--- src/rtl/tpt_pkg.sv ---
// Shared types and constants for the TLB and page-table translator.
// No dependencies; imported by every module of the block.
package tpt_pkg;

  localparam int ADDR_W     = 16;
  localparam int PAGE_W     = 8;
  localparam int OFFSET_W   = 8;
  localparam int FRAME_W    = 8;
  localparam int PAGE_COUNT = 256;
  localparam int COUNT_W    = 9;
  localparam int HIT_W      = 16;

  localparam logic [COUNT_W-1:0] COUNT_MAX = {COUNT_W{1'b1}};
  localparam logic [HIT_W-1:0]   HIT_MAX   = {HIT_W{1'b1}};

  // Control sequence: idle, then a lookup/update state for each item
  typedef enum logic [0:0] {
    ST_IDLE = 1'b0,
    ST_LOOK = 1'b1
  } state_t;

  // TLB lookup answer for the item in the lookup cycle
  typedef struct packed {
    logic               hit;
    logic [FRAME_W-1:0] frame;
  } tlb_resp_t;

  // Page-table answer for the item in the lookup cycle
  typedef struct packed {
    logic               present;
    logic [FRAME_W-1:0] frame;
    logic [FRAME_W-1:0] free_frame;
    logic [COUNT_W-1:0] count_next;
  } pt_resp_t;

endpackage

--- src/rtl/tlb_page_table_translator.sv ---
// Top level of the TLB and page-table translator.
// Depends on tpt_pkg, tpt_tlb and tpt_page_table.
//
// Items are taken one at a time: start is taken when busy is low, the page-table
// RAM read launches in that cycle, and in the next (busy high) cycle the TLB
// compares, the LRU ranks and any new page-table entry are written back. The
// result shows with done for exactly one cycle after that, and the next item
// may be started in that same cycle. The receiver cannot stall: each result
// must be captured in its done cycle. The present bits sit in flip-flops that
// reset clears at once, so no clearing pass follows reset.
module tlb_page_table_translator
  import tpt_pkg::*;
#(
  parameter int TLB_ENTRIES = 32
) (
  input  logic                clk,
  input  logic                rst,
  input  logic                start,
  output logic                busy,
  input  logic [ADDR_W-1:0]   vaddr,
  output logic                done,
  output logic [ADDR_W-1:0]   paddr,
  output logic [FRAME_W-1:0]  frame_number,
  output logic                tlb_hit,
  output logic                page_fault,
  output logic [HIT_W-1:0]    hit_total,
  output logic [COUNT_W-1:0]  fault_total
);

  state_t state, state_next;
  logic   accept, look;

  logic [PAGE_W-1:0]   page;
  logic [OFFSET_W-1:0] offset;
  logic [HIT_W-1:0]    hit_counter;

  tlb_resp_t          tlb_resp;
  pt_resp_t           pt_resp;
  logic               fault;
  logic [FRAME_W-1:0] frame;

  // Next state
  always_comb begin
    case (state)
      ST_IDLE: state_next = start ? ST_LOOK : ST_IDLE;
      ST_LOOK: state_next = ST_IDLE;
      default: state_next = ST_IDLE;
    endcase
  end

  // Control outputs
  always_comb begin
    case (state)
      ST_IDLE: begin
        busy = 1'b0;
        look = 1'b0;
      end
      ST_LOOK: begin
        busy = 1'b1;
        look = 1'b1;
      end
      default: begin
        busy = 1'b0;
        look = 1'b0;
      end
    endcase
  end

  assign accept = start && !busy;

  always_ff @(posedge clk) begin
    if (rst) begin
      state <= ST_IDLE;
    end else begin
      state <= state_next;
    end
  end

  // Hold the item's page and offset for the lookup cycle
  always_ff @(posedge clk) begin
    if (accept) begin
      page   <= vaddr[ADDR_W-1:OFFSET_W];
      offset <= vaddr[OFFSET_W-1:0];
    end
  end

  tpt_tlb #(
    .TLB_ENTRIES(TLB_ENTRIES)
  ) u_tlb (
    .clk      (clk),
    .rst      (rst),
    .update   (look),
    .page     (page),
    .ins_frame(pt_resp.present ? pt_resp.frame : pt_resp.free_frame),
    .resp     (tlb_resp)
  );

  tpt_page_table u_pt (
    .clk    (clk),
    .rst    (rst),
    .rd_en  (accept),
    .rd_page(vaddr[ADDR_W-1:OFFSET_W]),
    .page   (page),
    .alloc  (fault),
    .resp   (pt_resp)
  );

  // Pick the frame source for this item
  assign fault = look && !tlb_resp.hit && !pt_resp.present;
  always_comb begin
    if (tlb_resp.hit) begin
      frame = tlb_resp.frame;
    end else if (pt_resp.present) begin
      frame = pt_resp.frame;
    end else begin
      frame = pt_resp.free_frame;
    end
  end

  // Count hits, saturating
  always_ff @(posedge clk) begin
    if (rst) begin
      hit_counter <= '0;
    end else if (look && tlb_resp.hit && (hit_counter != HIT_MAX)) begin
      hit_counter <= hit_counter + 1'b1;
    end
  end

  // Strobe the result in the cycle after the lookup
  always_ff @(posedge clk) begin
    if (rst) begin
      done <= 1'b0;
    end else begin
      done <= look;
    end
  end

  // Register the result item
  always_ff @(posedge clk) begin
    if (look) begin
      paddr            <= {frame, offset};
      frame_number     <= frame;
      tlb_hit          <= tlb_resp.hit;
      page_fault       <= fault;
      hit_total        <= (tlb_resp.hit && (hit_counter != HIT_MAX)) ? hit_counter + 1'b1
                                                                     : hit_counter;
      fault_total      <= pt_resp.count_next;
    end
  end

endmodule

--- src/rtl/tpt_tlb.sv ---
// Fully associative TLB: tag/frame/valid/age cells with true-LRU ranks.
// Depends on tpt_pkg; lookup is combinational, refresh or insert on update.
module tpt_tlb
  import tpt_pkg::*;
#(
  parameter int TLB_ENTRIES = 32
) (
  input  logic               clk,
  input  logic               rst,
  input  logic               update,
  input  logic [PAGE_W-1:0]  page,
  input  logic [FRAME_W-1:0] ins_frame,
  output tlb_resp_t          resp
);

  localparam int AW = (TLB_ENTRIES > 1) ? $clog2(TLB_ENTRIES) : 1;
  localparam logic [AW-1:0] AGE_MAX = AW'(TLB_ENTRIES - 1);
  localparam logic [AW:0]   LIMIT_ALL = (AW+1)'(TLB_ENTRIES);

  logic [PAGE_W-1:0]  tag   [TLB_ENTRIES];
  logic [FRAME_W-1:0] frame [TLB_ENTRIES];
  logic [AW-1:0]      age   [TLB_ENTRIES];
  logic [TLB_ENTRIES-1:0] valid;

  logic [TLB_ENTRIES-1:0] match;
  logic [AW-1:0] hit_idx, free_idx, old_idx, slot;
  logic          any_free;
  logic [AW:0]   limit;

  // Compare tags and pick hit, free and least recently used entries
  always_comb begin
    match    = '0;
    hit_idx  = '0;
    free_idx = '0;
    old_idx  = '0;
    any_free = 1'b0;
    for (int k = TLB_ENTRIES - 1; k >= 0; k--) begin
      match[k] = valid[k] && (tag[k] == page);
      if (match[k]) begin
        hit_idx = AW'(k);
      end
      if (!valid[k]) begin
        free_idx = AW'(k);
        any_free = 1'b1;
      end
      if (valid[k] && (age[k] == AGE_MAX)) begin
        old_idx = AW'(k);
      end
    end
  end

  assign resp.hit   = |match;
  assign resp.frame = frame[hit_idx];

  // Choose the slot that becomes youngest and the age limit for the rest
  always_comb begin
    if (resp.hit) begin
      slot  = hit_idx;
      limit = {1'b0, age[hit_idx]};
    end else if (any_free) begin
      slot  = free_idx;
      limit = LIMIT_ALL;
    end else begin
      slot  = old_idx;
      limit = {1'b0, AGE_MAX};
    end
  end

  // Refresh on hit, insert on miss; age the younger valid entries
  always_ff @(posedge clk) begin
    if (rst) begin
      valid <= '0;
      for (int k = 0; k < TLB_ENTRIES; k++) begin
        age[k] <= '0;
      end
    end else if (update) begin
      for (int k = 0; k < TLB_ENTRIES; k++) begin
        if (AW'(k) == slot) begin
          age[k] <= '0;
          if (!resp.hit) begin
            valid[k] <= 1'b1;
            tag[k]   <= page;
            frame[k] <= ins_frame;
          end
        end else if (valid[k] && ({1'b0, age[k]} < limit) && (age[k] != AGE_MAX)) begin
          age[k] <= age[k] + 1'b1;
        end
      end
    end
  end

endmodule

--- src/rtl/tpt_page_table.sv ---
// Page table: frame RAM with registered read, present bits, free-frame count.
// Depends on tpt_pkg; read issued on accept, allocation written back next cycle.
module tpt_page_table
  import tpt_pkg::*;
(
  input  logic              clk,
  input  logic              rst,
  input  logic              rd_en,
  input  logic [PAGE_W-1:0] rd_page,
  input  logic [PAGE_W-1:0] page,
  input  logic              alloc,
  output pt_resp_t          resp
);

  logic [FRAME_W-1:0]    frame_ram [PAGE_COUNT];
  logic [FRAME_W-1:0]    rd_data;
  logic [PAGE_COUNT-1:0] present;
  logic [COUNT_W-1:0]    next_free;

  // Read the frame entry; write it when a page is allocated
  always_ff @(posedge clk) begin
    if (rd_en) begin
      rd_data <= frame_ram[rd_page];
    end
    if (alloc) begin
      frame_ram[page] <= next_free[FRAME_W-1:0];
    end
  end

  // Mark allocated pages present and advance the free frame
  always_ff @(posedge clk) begin
    if (rst) begin
      present   <= '0;
      next_free <= '0;
    end else if (alloc) begin
      present[page] <= 1'b1;
      next_free     <= resp.count_next;
    end
  end

  assign resp.present    = present[page];
  assign resp.frame      = rd_data;
  assign resp.free_frame = next_free[FRAME_W-1:0];
  assign resp.count_next = (alloc && (next_free != COUNT_MAX)) ? next_free + 1'b1
                                                                : next_free;

endmodule

--- config.mk ---
export PLATFORM = sky130hd
export DESIGN_NAME = tlb_page_table_translator
export DESIGN_NICKNAME = d
export VERILOG_FILES = /design/src/rtl/tpt_pkg.sv /design/src/rtl/tlb_page_table_translator.sv /design/src/rtl/tpt_tlb.sv /design/src/rtl/tpt_page_table.sv
export SDC_FILE = /design/constraint.sdc
export NUM_CORES = 2
export LEC_CHECK = 0
export BUFFER_PORTS_ARGS = -buffer_cell sky130_fd_sc_hd__buf_2
export CAP_MARGIN = 40
export CORE_MARGIN = 2
export CORE_UTILIZATION = 55
export DETAILED_ROUTE_END_ITERATION = 10
export PLACE_DENSITY = 0.74
export SYNTH_ARGS = -nofsm -noshare
export SYNTH_HDL_FRONTEND = slang
export SYNTH_SLANG_ARGS = --single-unit
--- constraint.sdc ---
create_clock -name clk -period 24.8 [get_ports clk]
set_input_delay 1.24 -clock clk [delete_from_list [all_inputs] [get_ports clk]]
set_output_delay 1.24 -clock clk [all_outputs]
set_load 0.02 [all_outputs]
==> results.yml <==
critical_path:
  max_stage_delay_ps: 790
  critical_path.max_fanout: 65
  arrival_ps: 10210
  path_buf_inv: 4
  critPathCaptureType: "flip-flop"
  critPathTopFamily: "compound AO/OA/AOI/OAI gates"
  cells_on_worst_reg2reg_path: 24
  startpoint_class: "flip-flop"
  r2r_slack_ps: 15120
  regToRegStartpoint: "page[2]"
  crit_chain: "buf_4, buf_4, xnor2_1, nand3_1, nor4_1, o41ai_1, a21oi_1, o21ai_0, a21o_1, nor2_4, buf_4, o211ai_1, a31oi_1, a32oi_1, o211ai_1, buf_4, ha_1, a21o_1, a21oi_1, nor2_1, or4_1, a211oi_1, nand2b_1, o21ai_0"
  critPathRequiredTime_ps: 25330
  worst_setup_path_type: "reg -> reg"
  worstReg2RegEnd: "u_tlb.age[3][1]"
  crit_path_top_delay_cell: "buf_4"
  cpMostUsedCell: "buf_4"
clock_network:
  cts_setup_buffers: 0
  tritoncts: "yes"
  clk_transition_reported_paths_ps: 60
  clock_latency_late_sink_ps: 980
  cts_repair_resize_count: 0
  cts.htree.levels: 5
  clock_tree_root_driver_cell: "clkbuf_16"
  tritoncts.num_buffers: 323
  buffers_from_clock_root_to_sink_at_most: 4
  cts_hold_buf: 0
  tritoncts_num_sinks: 3102
synthesis:
  synth.top_cells.by_count: "edfxtp_1 (2,787), mux4_2 (774), nand2_1 (484)"
  yosysWarnings: 0
  mappedNetlistArea_um2: 130000
  synth.avg_cell_area_um2: 17.4
  synth_sequential_area_ratio: 0.691
  yosys.area_share.adder: 0.0187
  synth_top_family_by_area: "multiplexers"
  yosys.area_share.simple: 0.0567
  synth.area.top_cells: "edfxtp_1 (64%), mux4_2 (13%), dfxtp_1 (4.8%)"
  synth-edff-count: 2787
  syn_inst_count: 7494
  postSynthRegisterBits: 3102
  ys_types: 78
  post-synth-top-area-fraction: 0.643
  synth.net_count: 7708
  synth_xor_xnor_area_share: 0.0239
  synth_mux_area_frac: 0.145
  synth.largest_area_cell: "edfxtp_1"
  synth_async_sr_flop_share: 0
  most_instantiated_library_cell_after_synthesis: "edfxtp_1"
  postSynth.topFlopCell: "edfxtp_1"
  synth_compound_area_frac: 0.0482
power_and_ir_drop:
  power.internal_w: 0.00854
  vdd_drop_max_uv: 73.0
  power_frac_comb: 0.034
  p_per_area_nw_per_um2: 73.7
  power.leakage_nw: 44.8
  post-layout-total-power_w: 0.0107
  share_clk_of_total_power: 0.437
  sequentialPowerShare: 0.530
  power.net_switching_w: 0.00220
  p_sw_frac: 0.205
floorplan:
  io-pin-count: 72
  rows: 178
  design.die.area_um2: 241000
  floorplan.core_area_um2: 235000
  die-width_um: 490
  die_height_um: 490
  start_util: 0.553
global_routing:
  grt.overflow.total: 0
  grt_first_pass_wirelength_um: 489000
  via_count_of_the_first_global_routing_pass: 72725
  gr-usage-all-layers: 0.273
  antenna_found_initial: 16
  grt_start_max_net_pins: 223
timing:
  final_period_minus_worst_setup_slack_ps: 9680
  finalCritPeriodShare: 0.390
  max_slew_margin: 0.0579
  worst-slew-pin-transition_ps: 1410
  timing_max_transition_violations_final: 0
  timing.clock.skew_ps: 97.7
  max_clock_freq_mhz: 103
  final-setup-viol-count: 0
  setup_total_negative_slack_ps: 0
  rsz0062_at_grt: "no"
  number_of_hold_slack_violations_in_the_final_timing_report: 0
  worst_hold_slack_ps: 413
hold_path:
  holdCritPathClass: "reg -> reg"
  whs_path_depth: 0
  hold_end: "paddr[2]"
  min_from: "offset[2]"
drt:
  route.antenna.remaining_nets: 0
  vias: 72945
  drt_pre_antenna_iters: 7
  avgRoutedWirePerCell_um: 29.7
  route.detailed.vias_per_inst: 6.54
  post_route_drc: 0
  first_iter_violations: 9207
  detail_route.wirelength_um: 331000
run_status:
  status: "finished clean"
finish:
  final.fill_count: 16061
  layout.nets: 7967
  area_delta_synth_final_pct: 12.0
  drive_above_1_share: 0.209
placed_design:
  dpl.hpwl_um: 205000
  place.gp.congestion: 0.946
  placement.io_buffers: 71
job:
  cap_viol_max_count: 0
[logic make-up after synthesis]
group                      Yosys count
muxes                              920
AOI/OAI and AO/OA                  920
adders and majority gates          195
xor gates and xnor gates           355
buffers and inverters              476
DFF                               3102
and+or+nand+nor                   1526
[flip-flops by register name, summed over array words and instances (netlist names)]
| signal | count |
|---|---|
| u_pt.rd_data | 8 |
| paddr | 16 |
| u_pt.present | 256 |
| u_tlb.valid | 32 |
| hit_counter | 16 |
| page | 8 |
| page_fault | 1 |
| u_tlb.age | 160 |
| state | 1 |
| done | 1 |
| fault_total | 9 |
| tlb_hit | 1 |
| u_tlb.frame | 256 |
| offset | 8 |
| u_pt.frame_ram | 2048 |
| hit_total | 16 |
| u_pt.next_free | 9 |
| u_tlb.tag | 256 |
[worst max-delay path by stage]
stage | start | to | slack [ps] | depth (start not counted)
finish | page[2] | u_tlb.age[3][1] | 15120 | 24
global route | page[2] | u_tlb.age[3][4] | 14720 | 24
CTS | page[2] | u_tlb.age[3][4] | 15240 | 24
detailed placement | page[2] | u_tlb.age[3][4] | 15320 | 24
global placement | page[2] | u_tlb.age[2][0] | 15700 | 22
floorplan | page[7] | u_tlb.age[3][0] | 16690 | 27
[cells in the final DEF, fill, tap and decap left out, drive strengths merged, types with 22 or more instances in the layout]
cell	netlist	final
a211oi	65	65
a21o	70	70
a21oi	87	87
and2	48	48
and3	82	82
buf	182	352
bufinv	0	22
clkbuf	238	442
clkinv	0	91
dfxtp	315	315
edfxtp	2787	2787
ha	195	195
inv	56	64
mux2i	133	133
mux4	774	774
nand2	490	490
nand2b	59	59
nand3	211	211
nand3b	66	66
nand4	47	47
nor2	398	398
nor3	42	42
o211ai	32	32
o21a	259	259
o21ai	216	216
o31ai	35	35
xnor2	323	323
xor2	32	32
[final cells by class]
type                            count  area, um2  area share
Sequential cell                  3102      90000       0.617
Clock inverter                    127       1180     0.00813
Timing Repair Buffer              354       3240      0.0222
Clock buffer                      441       8950      0.0614
Antenna cell                        4       10.0   0.0000686
Tap cell                         3150       3940      0.0270
Inverter                           56        218     0.00149
Multi-Input combinational cell   3916      38200       0.262
[power by group through the flow]
stage | Clock, W | Combinational [W] | Sequential, W
after floorplan | 0 | 0.000233 | 0.00581
after global placement | 0 | 0.000343 | 0.00580
after detailed placement | 0 | 0.000358 | 0.00580
after CTS | 0.00473 | 0.000361 | 0.00569
after global routing | 0.00493 | 0.000385 | 0.00569
final | 0.00469 | 0.000361 | 0.00569
[layer usage]
layer | vias to the layer above | track usage | routed length [um]
met5 | - | 0 | 43
met4 | 6 | 0.105 | 13500
met3 | 709 | 0.0566 | 32000
met2 | 4066 | 0.433 | 159000
met1 | 37806 | 0.377 | 127000
li1 | 30358 | - | -
[through the flow]
stage               utilization  setup WS, ps  cell area, um2  cells
global placement          0.569         15700          134000  10420
floorplan                     -         16690          130000   7494
global route              0.620         14720          146000  11149
finish                    0.620         15120          146000  11150
CTS                       0.620         15240          146000  11133
detailed placement        0.576         15320          136000  10565
Note: power is estimated with default switching activity, not from simulation.
